File: config.mk
export PLATFORM = sky130hd
export DESIGN_NAME = lpcd_sqrt
export DESIGN_NICKNAME = d
export VERILOG_FILES = /design/src/rtl/lpcd_sqrt.sv
export SDC_FILE = /design/constraint.sdc
export NUM_CORES = 1
export LEC_CHECK = 0
export BUFFER_PORTS_ARGS = -buffer_cell sky130_fd_sc_hd__buf_2
export CELL_PAD_IN_SITES_DETAIL_PLACEMENT = 1
export CELL_PAD_IN_SITES_GLOBAL_PLACEMENT = 2
export CORE_ASPECT_RATIO = 2
export CORE_MARGIN = 3
export CORE_UTILIZATION = 47
export CTS_BUF_LIST = sky130_fd_sc_hd__clkbuf_4 sky130_fd_sc_hd__clkbuf_8
export DETAILED_ROUTE_END_ITERATION = 16
export HOLD_SLACK_MARGIN = 0.12
export MAX_ROUTING_LAYER = met4
export PLACE_DENSITY = 0.92
export SYNTH_ARGS = -nofsm -noshare
export SYNTH_HDL_FRONTEND = slang
export SYNTH_SLANG_ARGS = --single-unit
File: constraint.sdc
create_clock -name clk -period 7.1 [get_ports clk]
set_clock_uncertainty 0.15 [all_clocks]
set_input_delay 0 -clock clk [delete_from_list [all_inputs] [get_ports clk]]
set_output_delay 0 -clock clk [all_outputs]
set_load 0.1 [all_outputs]
File: src/rtl/lpcd_sqrt.sv
// pipelined integer square root, one root bit per stage
`default_nettype none
module lpcd_sqrt #(
  parameter int IN_W = 34
) (
  input  logic                clk,
  input  logic [IN_W-1:0]     rad,
  output logic [IN_W/2-1:0]   root
);
  localparam int OUT_W = IN_W / 2;
  localparam int REM_W = OUT_W + 3;

  logic [REM_W-1:0] rem_q  [OUT_W];
  logic [OUT_W-1:0] root_q [OUT_W];
  logic [IN_W-1:0]  rad_q  [OUT_W];

  genvar i;
  generate
    for (i = 0; i < OUT_W; i++) begin : g_stage
      logic [REM_W-1:0] rem_in;
      logic [REM_W-1:0] rem_sh;
      logic [REM_W-1:0] trial;
      logic [OUT_W-1:0] root_in;
      logic [IN_W-1:0]  rad_in;

      if (i == 0) begin : g_first
        assign rem_in  = '0;
        assign root_in = '0;
        assign rad_in  = rad;
      end else begin : g_next
        assign rem_in  = rem_q[i-1];
        assign root_in = root_q[i-1];
        assign rad_in  = rad_q[i-1];
      end

      assign rem_sh = {rem_in[REM_W-3:0], rad_in[IN_W-1 -: 2]};
      assign trial  = REM_W'({root_in, 2'b01});

      always_ff @(posedge clk) begin
        if (rem_sh >= trial) begin
          rem_q[i]  <= rem_sh - trial;
          root_q[i] <= {root_in[OUT_W-2:0], 1'b1};
        end else begin
          rem_q[i]  <= rem_sh;
          root_q[i] <= {root_in[OUT_W-2:0], 1'b0};
        end
        rad_q[i] <= {rad_in[IN_W-3:0], 2'b00};
      end
    end
  endgenerate

  assign root = root_q[OUT_W-1];
endmodule
`default_nettype wire

==> summary.md, run 1 <==
| Metric | Value |
|---|---|
| Most frequent cell after synthesis | `dfxtp_1` |
| First-pass DRT Iterations | `4` |
| Nets | `2,791` |
| Post-synth EDFFs | `0` |
| Post-route ant nets | `0` |
| Boundary Pins | `52` |
| H-tree Lvls | `3` |
| Vias/cell | `5.39` |
| GRT met3 Usage | `0.0315` |
| Num CTS Buffers | `94` |
| Final Max Slew Viols | `0` |
| Core area | `~0.053 mm2` |
| Min-delay worst type | `reg2reg` |
| Commonest cells in the netlist | `dfxtp_1 (693), inv_1 (200), ha_1 (171)` |
| First-pass GRT wire length | `just over 100,000 um` |
| Util after Layout | `0.549` |
| IR drop worst, VDD | `244 uV` |
| Ys flop type | `dfxtp_1` |
| Setup crit end kind | `flop` |
| Layout area overhead | `14.7%` |
| Vias in the first global route | `20,100` |
| Post-synthesis cell area | `0.0253 mm2` |
| Fill cells | `5,731` |
| CTS tree | `yes` |
| Die height | `334 um` |
| Final Hold Viols | `0` |
| Die width | `approximately 170 um` |
| Syn avg cell area | `between 10 and 15 um2` |
| Slew HR | `0.245` |
| Post-route insts no fill | `between 3,000 and 4,000` |
| HPWL after DPL | `48,100 um` |
| Library cells used by synthesis | `84` |
| Register area | `0.0139 mm2` |
| RSZ-0062 raised after global routing | `false` |
| DIE AREA | `0.0568 mm2` |
| Yosys reg bits | `roughly 690` |
| Status | `finished, final reports clean` |
| Minimum clock period | `3.59 ns` |
| Ys async rst share | `0` |
| CP startpoint kind | `flop` |
| Final wirelength | `63,800 um` |
| Top cells by area, synth | `dfxtp_1 (55%), ha_1 (8.5%), xnor2_1 (4.2%), a21oi_1 (3.0%), inv_1 (3.0%)` |
| Final estimated routing congestion in global placement | `between 0.8 and 0.9` |
| Crit Path Category | `reg2reg` |
| Number of I/O port buffers | `51` |
| 1st-iter DRT viols | `479` |
| Power per cell area | `373 mW/mm2` |
| Power, Total | `10,800 uW` |
| TNS Setup | `0 ns` |
| Later-pin clock latency in the skew report | `0.72 ns` |
| Vias | `17,900` |
| Clock-pin slew on the worst setup and hold paths | `0.07 ns` |
| Post_cts resized | `0` |
| Crit-path max FO | `23` |
| Pin count of the biggest net entering global routing | `29` |
| Hold slack final | `0.163 ns` |
| Post-Syn Nets | `2,610` |
| Met1 usage | `0.164` |
| Post-synthesis sequential area ratio | `0.549` |
| Multi-input gate area | `0.0105 mm2` |
| DRC Markers | `0` |
| Max Cap Violations | `0` |
| Initial antenna violation count | `1` |
| Req. time, crit path | `7.52 ns` |
| Slew at the pin closest to its max-slew limit | `1.10 ns` |
| Top cell type's share of synthesized area | `0.549` |
| YS warnings | `0` |
| Post-placement cell count | `3,085` |
| Root Driver | `clkbuf_8` |
| Leading area contributor after synthesis | `dfxtp_1` |
| # clock sinks | `693` |
| Initial Util | `0.478` |
| Share of layout cells above drive strength 1 | `0.116` |
| DR WL/cell | `19.2 um` |
| Clk buf depth | `3` |
| LEAKAGE | `0.0136 uW` |
| GRT overflow | `0` |
| Ratio of final minimum period to clock period | `0.506` |
| Top Usage Layer GRT | `met2` |
| Row count | `119` |
| Critical Path AT | `4.02 ns` |
| Highest Clock Rate | `278 MHz` |
| Synthesized instance count | `2,404` |
| GRT Resource Usage Total | `0.232` |
| Met2 Use GR | `0.491` |
| Number of setup violations in the final report | `0` |
[cell usage in the layout, fill, tap and decap left out, types with 8 or more instances in the layout]
cell,Yosys,routed
mux2i_1,9,9
clkinv_2,0,14
o21ai_0,92,92
nand3_1,36,36
ha_1,171,171
nand2_1,105,105
xnor2_1,122,122
clkbuf_8,0,119
inv_1,200,200
nand4_1,31,31
buf_2,6,51
nand3b_1,12,12
o31ai_1,20,20
a31oi_1,15,15
nor3_1,68,68
a21boi_0,8,8
a21oi_1,150,150
or4_1,12,12
nor2_1,168,168
or3_1,25,25
o21bai_1,8,8
xor2_1,70,70
nand2b_1,28,28
or2_2,14,14
dfxtp_1,693,693
a21o_1,27,27
nor4_1,30,30
o211ai_1,11,11
o21a_1,35,35
a211oi_1,33,33
dlygate4sd3_1,0,69
nor2b_1,19,19
clkbuf_4,0,21
mux2_2,52,52
[path summary, 6_finish.rpt]
path	start	cells past startpoint	slack, ns	to
min reg2reg	rad_q[0][317]	0	0.16	rad_q[0][351]
max reg2reg	root_q[11][3]	8	3.51	rem_q[12][9]
min	rad_q[0][317]	0	0.16	rad_q[0][351]
max	root_q[11][3]	8	3.51	rem_q[12][9]
[per-layer routing]
metal,wire length (um),share of wire,up-vias
met2,39300,0.62,319
met1,18100,0.28,8674
met5,0,0,-
met3,1410,0.022,240
met4,4990,0.078,0
li1,-,-,8667
[critical path, stage by stage, from the launching register on]
cell      delay [ns]
dfxtp_1         0.34
inv_1           0.05
ha_1            0.33
a211oi_1        0.36
nor2_1          0.18
a211o_1         0.34
a21oi_1         0.70
inv_1           0.60
mux2_2          0.42
[state kept, by name, indices dropped and copies added, names as in the netlist]
name and cells:
rad_q 272, rem_q 268, root_q 153
[cell type report]
| type | instances | area share |
|---|---|---|
| Clock buffer | 140 | 0.0619 |
| Tap cell | 665 | 0.0287 |
| Inverter | 201 | 0.0260 |
| Clock inverter | 24 | 0.00988 |
| Antenna cell | 1 | 0.0000863 |
| Multi-Input combinational cell | 1472 | 0.361 |
| Sequential cell | 693 | 0.478 |
| Timing Repair Buffer | 123 | 0.0334 |
[power breakdown]
group	leakage, uW	total [uW]	internal, uW	switching (uW)
clock network	0.00111	3270	1780	1490
registers	0.00580	5090	4600	492
logic	0.00664	2470	1070	1390
total	0.0136	10800	7450	3370
[logic make-up after synthesis]
group,synth area share
and+or+nand+nor,0.117
adders and majority gates,0.0847
muxes,0.0284
buffers and inverters,0.0364
other,0.000148
xor gates and xnor gates,0.0672
DFF,0.549
AOI/OAI and AO/OA,0.117
[metrics by stage]
| stage | setup slack (ns) | instance area, um2 |
|---|---|---|
| after global routing | 3.39 | 29000 |
| after CTS | 3.49 | 29000 |
| after floorplan | 4.40 | 25300 |
| after detailed placement | 3.52 | 26200 |
| after global placement | 3.58 | 26200 |
| final | 3.51 | 29000 |
[repair_timing]
item	4_1_cts	5_1_grt
hold buffers	69	0
setup buffers	0	0
hold endpoints to repair	35	0
(Power assumes the default switching activity.)
==> run 2, diff against run 1 <==
--- a/config.mk
+++ b/config.mk
@@ -10,12 +10,12 @@
 export CELL_PAD_IN_SITES_GLOBAL_PLACEMENT = 2
 export CORE_ASPECT_RATIO = 2
 export CORE_MARGIN = 3
-export CORE_UTILIZATION = 47
+export CORE_UTILIZATION = 39
 export CTS_BUF_LIST = sky130_fd_sc_hd__clkbuf_4 sky130_fd_sc_hd__clkbuf_8
 export DETAILED_ROUTE_END_ITERATION = 16
 export HOLD_SLACK_MARGIN = 0.12
 export MAX_ROUTING_LAYER = met4
-export PLACE_DENSITY = 0.92
+export PLACE_DENSITY = 0.82
 export SYNTH_ARGS = -nofsm -noshare
 export SYNTH_HDL_FRONTEND = slang
 export SYNTH_SLANG_ARGS = --single-unit
==> constraint.sdc (replaced) <==
create_clock -name clk -period 3.2 [get_ports clk]
set_clock_uncertainty 0.15 [all_clocks]
set_input_delay 0 -clock clk [delete_from_list [all_inputs] [get_ports clk]]
set_output_delay 0 -clock clk [all_outputs]
set_load 0.1 [all_outputs]
==> summary.md, run 2 (synthesis results as in run 1) <==
| Metric | Value |
|---|---|
| Final Hold Viols | `0 (unchanged)` |
| Post-placement cell count | `3,261 (+5.7%)` |
| LEAKAGE | `0.0138 uW (+2.1%)` |
| Net Sw Power | `7590 uW (+120%)` |
| Critical R2R Capture | `rem_q[10][15]` |
| Clock power frac | `0.314 (+0.012)` |
| Vias in the first global route | `19,800 (-1.5%)` |
| Num CTS Buffers | `96 (+2.1%)` |
| Crit-path slowest cell | `a2111oi_0` |
| Status | `finished, final reports clean` |
| Minimum clock period | `3.04 ns (-0.557 ns)` |
| DIE AREA | `0.0681 mm2 (+20%)` |
| Logic gate share of total power | `0.227 (about the same)` |
| Util after Layout | `0.465 (-0.0838)` |
| Number of I/O port buffers | `51 (unchanged)` |
| Crit-path max FO | `5 (-78%)` |
| First-pass GRT wire length | `99,400 um (-1.4%)` |
| Setup crit end | `rem_q[10][15]` |
| Share of layout cells above drive strength 1 | `0.134 (+0.0181)` |
| Nets | `2,836 (+1.6%)` |
| # clock sinks | `693 (unchanged)` |
| Setup crit end kind | `flop` |
| Number of setup violations in the final report | `0 (unchanged)` |
| Worst path max stage delay | `0.64 ns (-0.06 ns)` |
| GRT Resource Usage Total | `0.193 (-0.0393)` |
| Row count | `131 (+10%)` |
| Pin count of the biggest net entering global routing | `25 (-14%)` |
| Flop pwr share | `0.459 (-0.011)` |
| Switching Share | `0.308 (-0.00351)` |
| Vias | `17,900 (-0.12%)` |
| Critical Path AT | `3.46 ns (-0.56 ns)` |
| Req. time, crit path | `3.63 ns (-3.89 ns)` |
| First-pass DRT Iterations | `4 (unchanged)` |
| IR drop worst, VDD | `487 uV (+99%)` |
| Vias/cell | `5.10 (-5.5%)` |
| DR WL/cell | `18.2 um (-5.4%)` |
| 1st-iter DRT viols | `398 (-17%)` |
| Slew at the pin closest to its max-slew limit | `1.03 ns (-0.0694 ns)` |
| Worst r2r path cells | `8 (unchanged)` |
| Final estimated routing congestion in global placement | `0.917 (+6.6%)` |
| Die width | `186 um (+9.4%)` |
| Final wirelength | `63,800 um (about the same)` |
| Worst setup path startpoint | `rad_q[0][318]` |
| Ratio of final minimum period to clock period | `0.949 (+0.443)` |
| Most common cell after layout, fill and taps aside | `dfxtp_1` |
| Reg2Reg Setup Slack | `0.16 ns (-3.34 ns)` |
| DRC Markers | `0 (unchanged)` |
| Power per cell area | `829 mW/mm2 (+120%)` |
| Max Cap Violations | `0 (unchanged)` |
| Min-delay worst type | `reg2reg` |
| Initial Util | `0.395 (-0.0828)` |
| Dpl ws | `-0.0720 ns (-3.59 ns)` |
| Final worst setup slack | `0.163 ns (-3.34 ns)` |
| H-tree Lvls | `3 (unchanged)` |
| Crit Path Category | `reg2reg` |
| CP startpoint kind | `flop` |
| Slew HR | `0.304 (+0.0589)` |
| Layout area overhead | `17.5%` |
| Boundary Pins | `52 (unchanged)` |
| Registers with the most flip-flops | `rad_q x272, rem_q x268, root_q x153` |
| Core area | `0.0639 mm2 (+21%)` |
| Post-route cell area | `0.0297 mm2 (+2.5%)` |
| Reg with most FFs | `rad_q` |
| Internal | `17,000 uW (+130%)` |
| Commonest non-fill, non-tap cells in the layout | `dfxtp_1 (693), inv_1 (200), ha_1 (171)` |
| Later-pin clock latency in the skew report | `0.79 ns (+0.07 ns)` |
| Root Driver | `clkbuf_8` |
| RSZ-0062 raised after global routing | `false` |
| Final Max Slew Viols | `0 (unchanged)` |
| Initial antenna violation count | `2 (+1)` |
| Die height | `366 um (+9.6%)` |
| Clk buf depth | `3 (unchanged)` |
| GRT overflow | `0 (unchanged)` |
| Clock-pin slew on the worst setup and hold paths | `0.08 ns (about the same)` |
| Largest register FFs | `272 (unchanged)` |
| Highest Clock Rate | `329 MHz (+18%)` |
| RR Startpoint | `rad_q[0][318]` |
| CTS tree | `yes` |
| TNS Setup | `0 ns (unchanged)` |
| Critical path cell sequence | `inv_1 -> ha_1 -> nand2b_1 -> a21oi_1 -> o2111a_1 -> o31ai_1 -> a2111oi_0 -> xor2_1` |
| Placed cell area | `0.0267 mm2 (+2.0%)` |
| HPWL after DPL | `49,400 um (+2.7%)` |
| Post-route insts no fill | `3,507 (+5.7%)` |
| Post-route ant nets | `0 (unchanged)` |
-- run 2: changes by cell type in the layout (fill, tap and decap cells not counted), moves of 2 or more --
cell,before,now
diode_2,1,3
buf_4,3,43
clkinvlp_4,0,4
bufinv_16,4,7
clkbuf_4,21,25
clkinv_2,14,10
buf_12,0,3
clkbuf_8,119,121
-- run 2: per-stage QoR --
step | power [uW] | hold WS (ns)
final | 24600 | 0.156
after global routing | 26100 | 0.148
after CTS | 25000 | 0.139
after detailed placement | 17100 | -0.0459
after global placement | 16900 | -0.0469
after floorplan | 15200 | -0.122
-- run 2: power by group through the flow --
stage	sequential (uW)	clock [uW]	combinational [uW]
after floorplan	11200	0	3970
after global placement	11500	0	5400
after detailed placement	11500	0	5540
after CTS	11300	8040	5650
after global routing	11500	8430	6200
final	11300	7750	5590
-- run 2: cell type report --
class                   instances  area (um2)
clock inverters                28         399
flip-flops and latches        693       13900
repair buffers                166        1330
fillers                      7006       34200
multi-input cells            1472       10500
diodes                          3        7.51
clock buffers                 146        1850
inverters                     201         754
well taps                     798         998
-- run 2: per-layer routing --
layer  global-route usage  vias up  part of all wire
li1                     -     8754                 -
met1                0.133     8582              0.28
met2                0.398      316              0.61
met3               0.0347      227             0.029
met4                0.142        0             0.079
met5                    -        -                 0
-- run 2: worst min path at each step --
| stage | to | startpoint | cells after the start | slack (ns) |
|---|---|---|---|---|
| after floorplan | rad_q[0][0] | rad[0] | 0 | -0.12 |
| after global placement | rad_q[0][1] | rad[1] | 1 | -0.05 |
| after detailed placement | rad_q[0][14] | rad[14] | 1 | -0.05 |
| after CTS | root_q[14][9] | root_q[13][8] | 0 | 0.14 |
| after global routing | rad_q[0][249] | rad_q[0][215] | 0 | 0.15 |
| final | root_q[14][9] | root_q[13][8] | 0 | 0.16 |
-- run 2: what timing repair did --
action,CTS,global route
endpoints found under the setup margin,15,5
gates cloned,0,0
hold endpoints to repair,35,0
hold buffers,69,0
buffers inserted,0,0
gates resized for setup,1,1
-- run 2: worst max-delay path, delay by kind of cell, from the launching register on --
family,cells,cell delay [ns]
buf+inv,1,0.06
simple gates,1,0.17
fa+ha+maj,1,0.22
flops,1,0.39
compound gates,4,1.74
xor+xnor,1,0.13
