### src/rtl/lpcd_div.sv
// pipelined restoring divider, one quotient bit per stage
`default_nettype none
module lpcd_div #(
  parameter int NUM_W = 32,
  parameter int DEN_W = 18,
  parameter int Q_W   = 15
) (
  input  logic             clk,
  input  logic [NUM_W-1:0] num,
  input  logic [DEN_W-1:0] den,
  output logic [Q_W-1:0]   quo
);
  localparam int CW = (NUM_W > DEN_W + Q_W) ? NUM_W : DEN_W + Q_W;

  logic [CW-1:0]    rem_q [Q_W];
  logic [DEN_W-1:0] den_q [Q_W];
  logic [Q_W-1:0]   quo_q [Q_W];

  genvar i;
  generate
    for (i = 0; i < Q_W; i++) begin : g_stage
      localparam int SH = Q_W - 1 - i;
      logic [CW-1:0]    rem_in;
      logic [CW-1:0]    shifted;
      logic [DEN_W-1:0] den_in;
      logic [Q_W-1:0]   quo_in;
      logic             geq;

      if (i == 0) begin : g_first
        assign rem_in = CW'(num);
        assign den_in = den;
        assign quo_in = '0;
      end else begin : g_next
        assign rem_in = rem_q[i-1];
        assign den_in = den_q[i-1];
        assign quo_in = quo_q[i-1];
      end

      assign shifted = CW'(den_in) << SH;
      assign geq     = rem_in >= shifted;

      always_ff @(posedge clk) begin
        rem_q[i] <= geq ? rem_in - shifted : rem_in;
        den_q[i] <= den_in;
        quo_q[i] <= {quo_in[Q_W-2:0], geq};
      end
    end
  endgenerate

  assign quo = quo_q[Q_W-1];
endmodule
`default_nettype wire

### config.mk
export PLATFORM = sky130hd
export DESIGN_NAME = lpcd_div
export DESIGN_NICKNAME = d
export VERILOG_FILES = /design/src/rtl/lpcd_div.sv
export SDC_FILE = /design/constraint.sdc
export NUM_CORES = 1
export LEC_CHECK = 0
export ABC_AREA = 0
export BUFFER_PORTS_ARGS = -buffer_cell sky130_fd_sc_hd__buf_4
export CORE_MARGIN = 10
export CORE_UTILIZATION = 63
export DETAILED_ROUTE_END_ITERATION = 8
export HOLD_SLACK_MARGIN = 0.03
export PLACE_DENSITY_LB_ADDON = 0.05
export SKIP_LAST_GASP = 1
export SYNTH_ARGS = -nofsm -noshare
export SYNTH_HDL_FRONTEND = slang
export SYNTH_SLANG_ARGS = --single-unit
### constraint.sdc
create_clock -name clk -period 4.2 [get_ports clk]
set_clock_uncertainty 0.15 [all_clocks]
set_input_delay 0.63 -clock clk [delete_from_list [all_inputs] [get_ports clk]]
set_output_delay 0.63 -clock clk [all_outputs]
set_load 0.01 [all_outputs]
==> impl.org, run 1 <==
** Status
- Status :: complete, no violations

** Global route
- Via count of the first global-routing pass :: 27400
- Total grt overflow :: 0
- Global-route total usage across every layer :: around a quarter
- Initial antenna violation count :: 2
- Largest net degree at the start of global routing :: 32
- The first global-routing pass estimated 142000 um of wire.

** Pwr
- The analysis attributes to cell leakage a power of between 15 and 20 nW.
- Power comes to 0.0323 W.
- The worst-case IR drop observed on VDD is 529 uV.
- In this run the power density over the cells is 806 nW/um2.

** Hold path
- Min-Delay Path Class :: in2reg

** Critical path
- The worst setup path is launched from a register.
- Worst path slowest cell :: nor4_1
- Counting both buffers and inverters, the worst setup path holds a total of 1.
- Critical path peak fanout :: 24
- Most prevalent standard cell on the critical path :: nor4_1
- The critical path in this run is classified as reg2reg.
- Crit path max-delay family :: simple AND/OR/NAND/NOR gates
- At the worst endpoint, the arrival time is 4.13 ns.
- Element type at the critical path end :: register
- The largest single stage delay on the critical path is roughly 0.6 ns.
- Cells traversed along the worst timing path :: inv_1 -> ha_1 -> and4_1 -> nand4_1 -> nor4_1 -> nor4_1 -> and3b_1 -> a211oi_1 -> nand3_1 -> xnor2_1
- Data on the critical path is required at its endpoint by around 4.6 ns.

** Job
- The tool flagged a number of max-cap violations equal to 0.

** CTS
- Clk Latency, worst-skew pair :: 0.64 ns
- Clock slew at reported path FFs :: 0.06 ns
- Clock Sink Count :: 834
- Worst-case clock buffer depth :: 3
- Count of H-tree levels built during CTS :: 3
- The root buffer cell chosen for the clock tree is clkbuf_16.
- TritonCTS buffer count :: 82
- CTS tree :: yes

** STA
- On the final layout, the worst hold slack is 0.0575 ns.
- In this run the tightest slew margin relative to its limit is a little under a quarter.
- For the final routed database, the setup TNS stands at 0 ns.
- Dividing the final minimum period by the clock period gives 89.1%.
- At the pin with the least slew margin, the transition time is 1.16 ns.
- Setup repair after global routing left no endpoint under its margin.
- Based on the critical path, the design can be clocked at up to around 270 MHz.
- The number of hold-slack violations in the final timing report is 0.
- Setup Viol. Count Final :: 0
- Max-slew violation count :: 0
- Minimum clock period :: 3.74 ns

** Placed design
- Final weighted congestion in routability-driven placement :: between 0.9 and 1
- DPL Wire Length :: 67800 um
- In this run the tool buffered the top-level ports with 65 buffer cells.

** Floorplanning
- Die area :: 66500 um2
- Site row count :: 87
- The floorplan step defined a core boundary enclosing 56200 um2.
- The die is between 200 and 300 um wide.
- For this design the top-level I/O count stands at 66.
- Initial Utilization :: a little under two thirds
- Height of the die :: 258 um

** Yosys
- Cell area after synthesis :: around 36000 um2
- Cells after synthesis :: 3782
- The share of the Yosys chip area taken by registers is a little under half.
- Number of register bits inferred by synthesis :: between 800 and 900
- Top-count cell post-synth :: dfxtp_1
- Primary flip-flop cell chosen by synthesis mapping :: dfxtp_1
- The Yosys step of the flow raised 0 warnings.
- Async SR Flop Fraction :: 0%
- Number of synthesized flops with an enable pin :: 0
- Distinct cells, synth :: 90
- Top cell type by total area after synthesis :: dfxtp_1
- Synthesized area divided by synthesized cell count :: around 9.4 um2
- The top cell type by area accounts for between 40% and 50% of the synthesized area.
- Top post-synthesis cells by area :: dfxtp_1 (47%), ha_1 (9.5%), xnor2_1 (3.9%), a21oi_1 (3.8%), inv_1 (3.5%)
- Net count of the mapped netlist :: ~4100
- After synthesis, the most frequently instantiated cells are dfxtp_1 (834), inv_1 (337), nand2_1 (280), a21oi_1 (274), ha_1 (270).

** Finish
- Area added between synthesis and finish :: 12.6%
- In the final layout, the share of cells above drive strength 1 is 7.65%.
- Net total in the final layout :: between 4000 and 5000

** Routing
- The final route contains about 27000 vias.
- For this block, the initial DRC count from the detailed router was 2280.
- Final routed wire length divided by cell count :: 18.8 um
- Post-route DRC :: 0
- The detail route stage leaves a number of antenna-violating nets equal to 0.
- Count of TritonRoute iterations in the first routing pass :: 6
- In the routed layout, each cell is associated on average with a via count of 5.80.
- Overall routed net length :: 89000 um
## power by group
| group | internal, W | total, W | switching, W |
|---|---|---|---|
| clock | 0.00429 | 0.00751 | 0.00321 |
| sequential | 0.0102 | 0.0120 | 0.00180 |
| combinational | 0.00563 | 0.0129 | 0.00724 |
| total | 0.0201 | 0.0323 | 0.0123 |
## stage by stage
stage | std cells | util [%] | setup slack [ns] | instance area, um2
floorplan | 3782 | - | 1.20 | 35700
global placement | 4548 | 65.8 | 0.637 | 37000
detailed placement | 4548 | 65.8 | 0.528 | 37000
CTS | 4732 | 71.5 | 0.507 | 40100
global route | 4732 | 71.5 | 0.326 | 40100
finish | 4734 | 71.5 | 0.458 | 40200
## worst min-delay path, cell delays in order
cell     delay, ns
buf_4         0.09
nand2_1       0.04
o21ai_0       0.06
## state kept, by name, summed over array words and instances (netlist names)
register and cells:
den_q 252, rem_q 462, quo_q 120
## cell families after synthesis
logic type	Yosys count	share of synthesized area, %
and+or+nand+nor	1029	14.4
AOI/OAI and AO/OA	883	15.5
DFF	834	46.8
buffers and inverters	415	4.49
xor gates and xnor gates	295	7.24
adders and majority gates	284	10.3
muxes	42	1.33
## cell usage in the layout (no fill, tap or decap), types with 84 or more instances in the layout
master,count
a21o_1,84
a21oi_1,274
buf_4,85
dfxtp_1,834
ha_1,270
inv_1,337
nand2_1,280
nor2_1,237
o21ai_0,227
xnor2_1,157
xor2_1,138
## area by class of cell
cell class,instances,area (um2)
inverters,340,1280
diodes,2,5.00
fillers,4200,16000
multi-input cells,2533,17400
clock inverters,38,469
well taps,756,946
repair buffers,119,978
clock buffers,112,2370
flip-flops and latches,834,16700
## final timing paths
| kind | start | end | slack [ns] | depth (start not counted) |
|---|---|---|---|---|
| max | den_q[10][12] | rem_q[1][127] | 0.46 | 10 |
| min | num[16] | rem_q[0][16] | 0.06 | 3 |
| max reg2reg | den_q[10][12] | rem_q[1][127] | 0.46 | 10 |
| min reg2reg | quo_q[0][32] | quo_q[0][48] | 0.17 | 0 |
## metal layers
| metal | part of all wire (%) | wire [um] | GRT usage (%) |
|---|---|---|---|
| met4 | 3.8 | 3340 | 11.1 |
| met1 | 43 | 37900 | 32.5 |
| met5 | 0.015 | 13 | 0 |
| met2 | 48 | 42800 | 44.4 |
| met3 | 5.6 | 4960 | 4.28 |
## repair_timing
item,CTS,global route
gates resized for setup,0,0
buffers inserted,0,0
endpoints found under the setup margin,0,0
hold endpoints to repair,34,0
hold buffers,34,0
No activity file was read; power rests on OpenSTA's default activity.
==> run 2: changes to the inputs <==
--- a/config.mk
+++ b/config.mk
@@ -8,7 +8,7 @@
 export ABC_AREA = 0
 export BUFFER_PORTS_ARGS = -buffer_cell sky130_fd_sc_hd__buf_4
 export CORE_MARGIN = 10
-export CORE_UTILIZATION = 63
+export CORE_UTILIZATION = 50
 export DETAILED_ROUTE_END_ITERATION = 8
 export HOLD_SLACK_MARGIN = 0.03
 export PLACE_DENSITY_LB_ADDON = 0.05
==> run 2 against run 1 <==
  * Routed wire length is 4.8% lower
  * Sequential cell count is the same
  * Non-clock buffer count up 11
  * Highest routed layer is now met4
==> impl.org, run 2 (synthesis gave the netlist of run 1 again) <==
** Status
- The run finished with clean final reports.

** STA
- The number of hold-slack violations in the final timing report came to 0.
- Measured against its own limit, the worst slew margin works out to between 20% and 30%.
- The number of pins with negative max-slew slack in the final report is 0.
- Least-Margin Pin Slew :: 1.06 ns
- Final hold analysis gives a worst-case slack of 0.0593 ns.
- Setup total negative slack :: 0 ns
- Setup violations remaining at the end of the flow were counted as 0.
- Final worst setup slack :: ~0.60 ns
- Unrepaired setup endpoints after global routing :: no
- The final critical path takes up 85.8% of the cycle.
- Timing would allow up to 277 MHz.
- Minimum clock period :: between 3 and 4 ns

** Finish
- Most flop-heavy register :: rem_q
- Relative to the synthesized area, the layout overhead comes to 14.3%.
- The final layout contains 4261 nets.
- The register with the most flip-flops in the layout has about 460 of them.
- Ratio of cells with drive above 1 in the final layout :: ~8%
- Cells fill 57.9% of the core in the end.
- Number of antenna cells inserted :: 0
- Leading registers by flop count :: rem_q x462, den_q x252, quo_q x120
- Commonest cells after routing, fill and taps aside :: dfxtp_1 (834), inv_1 (337), nand2_1 (280), a21oi_1 (274), ha_1 (270)
- Leading cell type in the layout, fill and taps excluded :: dfxtp_1

** Floorplanning
- The die covers 82400 um2.
- The die is 287 um wide.
- For this design the top-level I/O count stands at 66.
- The floorplan has 97 rows.
- The initial utilization of the core area, before any placement, comes to 50.7%.
- The floorplan step set the die height to 287 um.
- Core Region :: 70400 um2

** Critical path
- Arr. time, crit path :: between 3 and 4 ns
- In this run the critical register-to-register path is launched from rem_q[0][13].
- At the worst endpoint, the required time is 4.58 ns.
- Critical register-to-register path endpoint :: rem_q[0][47]
- The setup path with the least slack is of type reg2reg.
- Element type at the critical path end :: register
- Along the worst path, the maximum fanout reaches 28.
- The worst register-to-register path has a setup slack of 0.60 ns.
- The worst register-to-register path has a depth of 11.
- The worst setup path is launched from a register.

** CTS
- Buffers added to address setup during post-CTS repair amount to 0.
- Count of H-tree levels built during CTS :: 3
- Clock slew at reported path FFs :: ~0.060 ns
- Number of gates resized after cts :: 0
- TritonCTS buffer count :: between 80 and 90
- CTS tree :: yes
- The number of hold buffers added after CTS was 36.
- Clock tree synthesis found a total of around 830 sinks.
- In this run the clock root is driven by a clkbuf_16.
- The longest clock path from root to sink contains 3 buffers.
- At the later pin of the worst-skew pair, clock insertion delay measures approximately 0.66 ns.

** Placed design
- The congestion estimate from routability-driven global placement came to 0.903.
- Worst-case setup slack after placement :: 0.629 ns
- Number of port buffers :: 65
- DPL Wire Length :: 66300 um

** Routing
- Final routed wire length divided by cell count :: about 17 um
- Overall routed net length :: about 85000 um
- For this block, the initial DRC count from the detailed router was 1698.
- In the routed design, unresolved DRC markers number 0.
- Antenna violation net count after detailed routing :: 0
- Avg Vias per Cell :: 5.30
- Before antenna repair, the detailed router went through 5 iterations.
- Detailed routing inserted a total of approximately 26000 vias.

** Global route
- Met1 usage in global routing :: 27.2%
- Global routing consumed, on the met2 layer, 33.3% of the routing resources.
- First-pass GRT wire length :: 136000 um
- Met3 usage in global routing :: 3.19%
- Initial antenna violation count :: 9
- GRT Max-Usage Layer :: met2
- After global routing the overflow that remains totals 0.
- Via count of the first global-routing pass :: 25600
- Entering global routing, the biggest net connects 32 pins.
- Global-route total usage across every layer :: 20.3%

** Hold path
- In this run the most critical hold path is launched from num[24].
- The worst hold path belongs to the class in2reg.
- Worst Hold Path EP :: rem_q[0][24]
- Number of cells on the worst hold path :: 3

** Job
- Max_cap viols :: 0

** Pwr
- Leak :: 18.0 nW
- Worst VDD drop :: 433 uV
- For this design the ratio of total power to cell area is 796 nW/um2.
- After layout, the design draws a total of 0.0324 W.
-- run 2: through the flow --
stage               instance area [um2]  cells
detailed placement                37300   4741
global placement                  37300   4741
finish                            40700   4932
global route                      40700   4932
floorplan                         35700   3782
CTS                               40700   4932
-- run 2: how the worst max path moves through the flow --
| stage | cells past startpoint | slack [ns] | endpoint | startpoint |
|---|---|---|---|---|
| 2_1_floorplan | 10 | 1.20 | rem_q[0][28] | den[4] |
| 3_3_place_gp | 12 | 0.66 | rem_q[0][22] | num[23] |
| 3_5_place_dp | 10 | 0.63 | rem_q[0][15] | num[18] |
| 4_1_cts | 11 | 0.65 | rem_q[0][47] | rem_q[0][13] |
| 5_1_grt | 11 | 0.32 | rem_q[0][50] | rem_q[0][13] |
| 6_report | 11 | 0.60 | rem_q[0][47] | rem_q[0][13] |
-- run 2: per-layer routing --
layer	wire (um)	part of all wire (%)	vias to the layer above
li1	-	-	13500
met2	38300	45	524
met4	2520	3.0	0
met5	0	0	-
met1	40500	48	12000
met3	3540	4.2	155
-- run 2: layout make-up --
class / instances / area (um2)
Clock buffer: 115 / 2440
Clock inverter: 40 / 628
Fill cell: 6322 / 29600
Inverter: 340 / 1280
Multi-Input combinational cell: 2533 / 17400
Sequential cell: 834 / 16700
Tap cell: 940 / 1180
Timing Repair Buffer: 130 / 1100
-- run 2: worst max-delay path, cell delays in order (launching register included) --
cell and delay, ns:
dfxtp_1 0.31, inv_1 0.05, ha_1 0.18, inv_1 0.06
fa_1 0.40, a21oi_1 0.24, o22ai_1 0.17, o41ai_1 0.41
o21ai_0 0.44, a211oi_4 0.49, buf_12 0.22, mux2_2 0.34
-- run 2: power breakdown --
group	switching (W)	total [W]	internal [W]
registers	0.00160	0.0118	0.0102
logic	0.00697	0.0126	0.00566
clock network	0.00321	0.00804	0.00482
total	0.0118	0.0324	0.0206
==> run 3: changes to the inputs <==
--- a/config.mk
+++ b/config.mk
@@ -5,12 +5,11 @@
 export SDC_FILE = /design/constraint.sdc
 export NUM_CORES = 1
 export LEC_CHECK = 0
-export ABC_AREA = 0
+export ABC_AREA = 1
 export BUFFER_PORTS_ARGS = -buffer_cell sky130_fd_sc_hd__buf_4
 export CORE_MARGIN = 10
 export CORE_UTILIZATION = 50
 export DETAILED_ROUTE_END_ITERATION = 8
-export HOLD_SLACK_MARGIN = 0.03
 export PLACE_DENSITY_LB_ADDON = 0.05
 export SKIP_LAST_GASP = 1
 export SYNTH_ARGS = -nofsm -noshare
==> run 3 against run 2 <==
  * Non-clock buffer count down 27
  * Critical path depth shrank 1
  * Total power rose by 16%
  * Fmax is 7.9% higher
  * Sequential share of layout area is 6.6 points lower
  * Largest power group unchanged
  * First-iteration DRC count increased by 87%
==> impl.org, run 3 <==
** Critical path
- Data on the critical path arrives at its endpoint at 3.69 ns.
- Across all register-to-register paths, the minimum setup slack is 0.86 ns.
- Worst stage delay on the critical path :: 0.73 ns
- On the critical path, the stage with the largest delay is an instance of inv_2.
- Element type at the critical path end :: register
- Launch instance of the worst register-to-register path :: den_q[6][8]
- In this run the worst path has a maximum fanout of 34.
- Buffers and inverters on the worst path :: 3
- In this design, the largest share of critical-path delay is due to simple AND/OR/NAND/NOR gates.
- Critical Path Source Type :: register
- The endpoint identified for the worst register-to-register timing path is rem_q[0][259].
- Traced cell by cell, the critical path runs through inv_1 -> ha_1 -> nand2_1 -> inv_1 -> a21oi_1 -> nand3_1 -> nand2_2 -> nand3_1 -> inv_2 -> a21oi_1.
- Critical path start-end classification :: reg2reg
- Required time of the critical path :: 4.55 ns
- Counting cells, the worst reg-to-reg path comes to 10.

** STA
- Crit share post-route :: 79.6%
- The number of hold-slack violations in the final timing report was 0.
- For the final routed database, the setup TNS stands at 0 ns.
- Derived from the worst setup path, the maximum achievable clock frequency is about 300 MHz.
- The number of pins with negative max-slew slack in the final report was 0.
- Setup repair after global routing left no endpoint under its margin.
- Setup violations remaining at the end of the flow were counted as 0.
- Least-Margin Pin Slew :: 1.10 ns
- Minimum clock period :: roughly 3.3 ns
- After layout, the worst setup slack is 0.859 ns.
- Worst relative slew slack :: 26.6%

** Finish
- Compared with the post-synthesis result, the final layout area differs by 11.2%.
- In the final layout, the registers with the most flip-flops are rem_q x462, den_q x252, quo_q x120.
- Most flop-heavy register :: rem_q
- Leaving out fill and tap cells, the most frequent cell in the layout is nand2_1.
- Of the cells placed in the final design, the portion with a size suffix greater than 1 is under 10%.
- Area of all placed cells without fillers :: 48600 um2
- Commonest cells after routing, fill and taps aside :: nand2_1 (2397), inv_1 (1123), dfxtp_1 (834), nor2_1 (537), nand3_1 (411)
- Net total in the final layout :: 7001
- The register with the most flip-flops in the layout has 462 of them.

** Yosys
- Among all cell types in the netlist, the one instantiated most often is nand2_1.
- The synthesized netlist occupies a cell area of 43700 um2.
- Number of register bits inferred by synthesis :: about 830
- Top post-synthesis cells by area :: dfxtp_1 (38%), nand2_1 (21%), inv_1 (9.6%), ha_1 (7.7%), nand3_1 (4.7%)
- Share of the synthesized area in the top cell type :: 38.2%
- Number of synthesized flops with an enable pin :: 0
- Sorting the synthesized cells by how often they occur yields nand2_1 (2397), inv_1 (1123), dfxtp_1 (834), nor2_1 (537), nand3_1 (411).
- Synthesis Warnings :: 0
- Primary flip-flop cell chosen by synthesis mapping :: dfxtp_1
- Of all cell types, the one taking the most synthesized area is dfxtp_1.
- Synthesized area divided by synthesized cell count :: 6.70 um2
- Net count of the mapped netlist :: 6861
- Cells after synthesis :: 6526
- In the synthesized netlist the async set-or-reset flop fraction comes to 0%.
- Register area share after synthesis :: approximately two fifths
- Distinct cells, synth :: 45

** CTS
- Clk Latency, worst-skew pair :: 0.67 ns
- The H-tree generated during clock tree synthesis spans 3 levels.
- The clock net in this run drives a total of 834 sinks.
- Number of gates resized after cts :: 0
- In this run the deepest clock path goes through 3 buffers.
- After clock tree synthesis, the clock-pin slew on the worst setup and hold paths is 0.07 ns.
- Hold Buf Count CTS :: 32
- Root Driver :: clkbuf_16
- TritonCTS created 90 clock buffers.
- In this run the post-CTS setup repair buffer count came out at 0.
- TritonCTS built the clock tree.

** Hold path
- Number of cells on the worst hold path :: 3
- Worst Hold Path EP :: rem_q[0][18]
- Min-Delay Path Class :: in2reg
- Beginning of the worst hold path :: num[18]

** Placed design
- Worst-case setup slack after placement :: 0.883 ns
- The wire-length estimate of the detail-placed layout is 110000 um.
- Final weighted congestion in routability-driven placement :: 0.951
- Number of port buffers :: 65
- Post-Place Cell Area :: 45300 um2

** Floorplanning
- The die is between 300 and 400 um tall.
- Die W :: 316 um
- Die area :: 99700 um2
- For this design the top-level I/O count stands at 66.
- Site row count :: roughly 110
- The initial utilization of the core area, before any placement, comes to 50.4%.
- The total area inside the core boundary comes to 86800 um2.

** Routing
- For this run, the detailed router's first-pass iteration total came to 6.
- The routed design has around 130000 um of wire.
- Avg Vias per Cell :: slightly below 5
- In this run the remaining antenna-violating nets after routing total 0.
- After the first detailed-routing iteration, the DRC count stood at 3168.
- After detailed routing, the average wire length per cell comes to 17.0 um.
- The final route contains between 30000 and 40000 vias.
- After detailed routing, the number of remaining DRC violations is 0.

** Pwr
- Proportion of total power due to net switching :: 44.7%
- The share of total power dissipated in combinational logic is 46.4%.
- In this run the power density over the cells is 773 nW/um2.
- Cell internal power was estimated by the tool at 0.0208 W.
- Switching power total :: 0.0168 W
- The design draws between 0.03 and 0.04 W.
- Worst VDD drop :: 542 uV
- Per report_power, the sequential group accounts for 32.3% of the total.
- For this design the static power due to leakage is 26.0 nW.
- Clock group share of total power :: about a fifth

** Job
- The tool flagged a number of max-cap violations equal to 0.

** Global route
- In the global route stage, overall resource usage came out at a little over a quarter.
- Initial antenna violation count :: 2
- Largest net degree at the start of global routing :: 36
- After global routing the overflow that remains totals 0.
- First-pass GRT wire length :: between 200000 and 250000 um
- Via count of the first global-routing pass :: 37800

** Status
- Status :: complete, no violations
run 3: changes by cell type after synthesis, sizes merged, moves of 123 or more:
cell	delta
nand2	+2132
xnor2	-123
o21ai	-132
nor2	+319
nand3	+340
inv	+810
run 3: worst max path at each step:
stage / from / endpoint / cells past startpoint
5_1_grt: den_q[6][8] / rem_q[0][259] / 10
4_1_cts: den_q[6][9] / rem_q[0][259] / 10
6_report: den_q[6][8] / rem_q[0][259] / 10
3_5_place_dp: den_q[6][8] / rem_q[0][259] / 10
3_3_place_gp: den_q[6][8] / rem_q[0][259] / 10
2_1_floorplan: den[6] / rem_q[0][31] / 14
run 3: tightest hold or removal path, delay by kind of cell:
kind | cells | cell delay (ns)
buffers and inverters | 1 | 0.09
and+or+nand+nor | 2 | 0.12
run 3: metal layers:
layer	part of all wire, %	GRT usage, %	up-vias
met1	46	34.3	17700
li1	-	-	20300
met5	0	0	-
met2	46	44.9	943
met3	3.9	2.82	258
met4	4.3	10.8	0
run 3: cell families after synthesis:
kind of cell / share of synthesized area, %
AOI/OAI and AO/OA: 5.13
xor gates and xnor gates: 3.33
and+or+nand+nor: 34.1
buffers and inverters: 10.9
DFF: 38.2
adders and majority gates: 8.37
run 3: cell type report:
cell class	instances	area (um2)
antenna	2	5.00
clock buffer	125	2570
clock inverter	42	470
fill	8755	38100
inverter	1151	4330
multi-input combinational	4486	22300
sequential	834	16700
tap	1155	1450
timing repair buffer	103	853
run 3: power by group through the flow:
stage / clock, W / sequential [W] / combinational [W]
floorplan: 0 / 0.0112 / 0.0131
global placement: 0 / 0.0123 / 0.0171
detailed placement: 0 / 0.0122 / 0.0172
CTS: 0.00815 / 0.0121 / 0.0173
global route: 0.00846 / 0.0123 / 0.0199
finish: 0.00800 / 0.0122 / 0.0174
run 3: through the flow:
step / cells / hold slack, ns / utilization (%)
4_1_cts: 7896 / 0.0172 / 56.1
2_1_floorplan: 6526 / 0.160 / -
3_3_place_gp: 7697 / 0.160 / 52.2
5_1_grt: 7896 / 0.0389 / 56.1
6_report: 7898 / 0.0438 / 56.1
3_5_place_dp: 7697 / 0.162 / 52.2
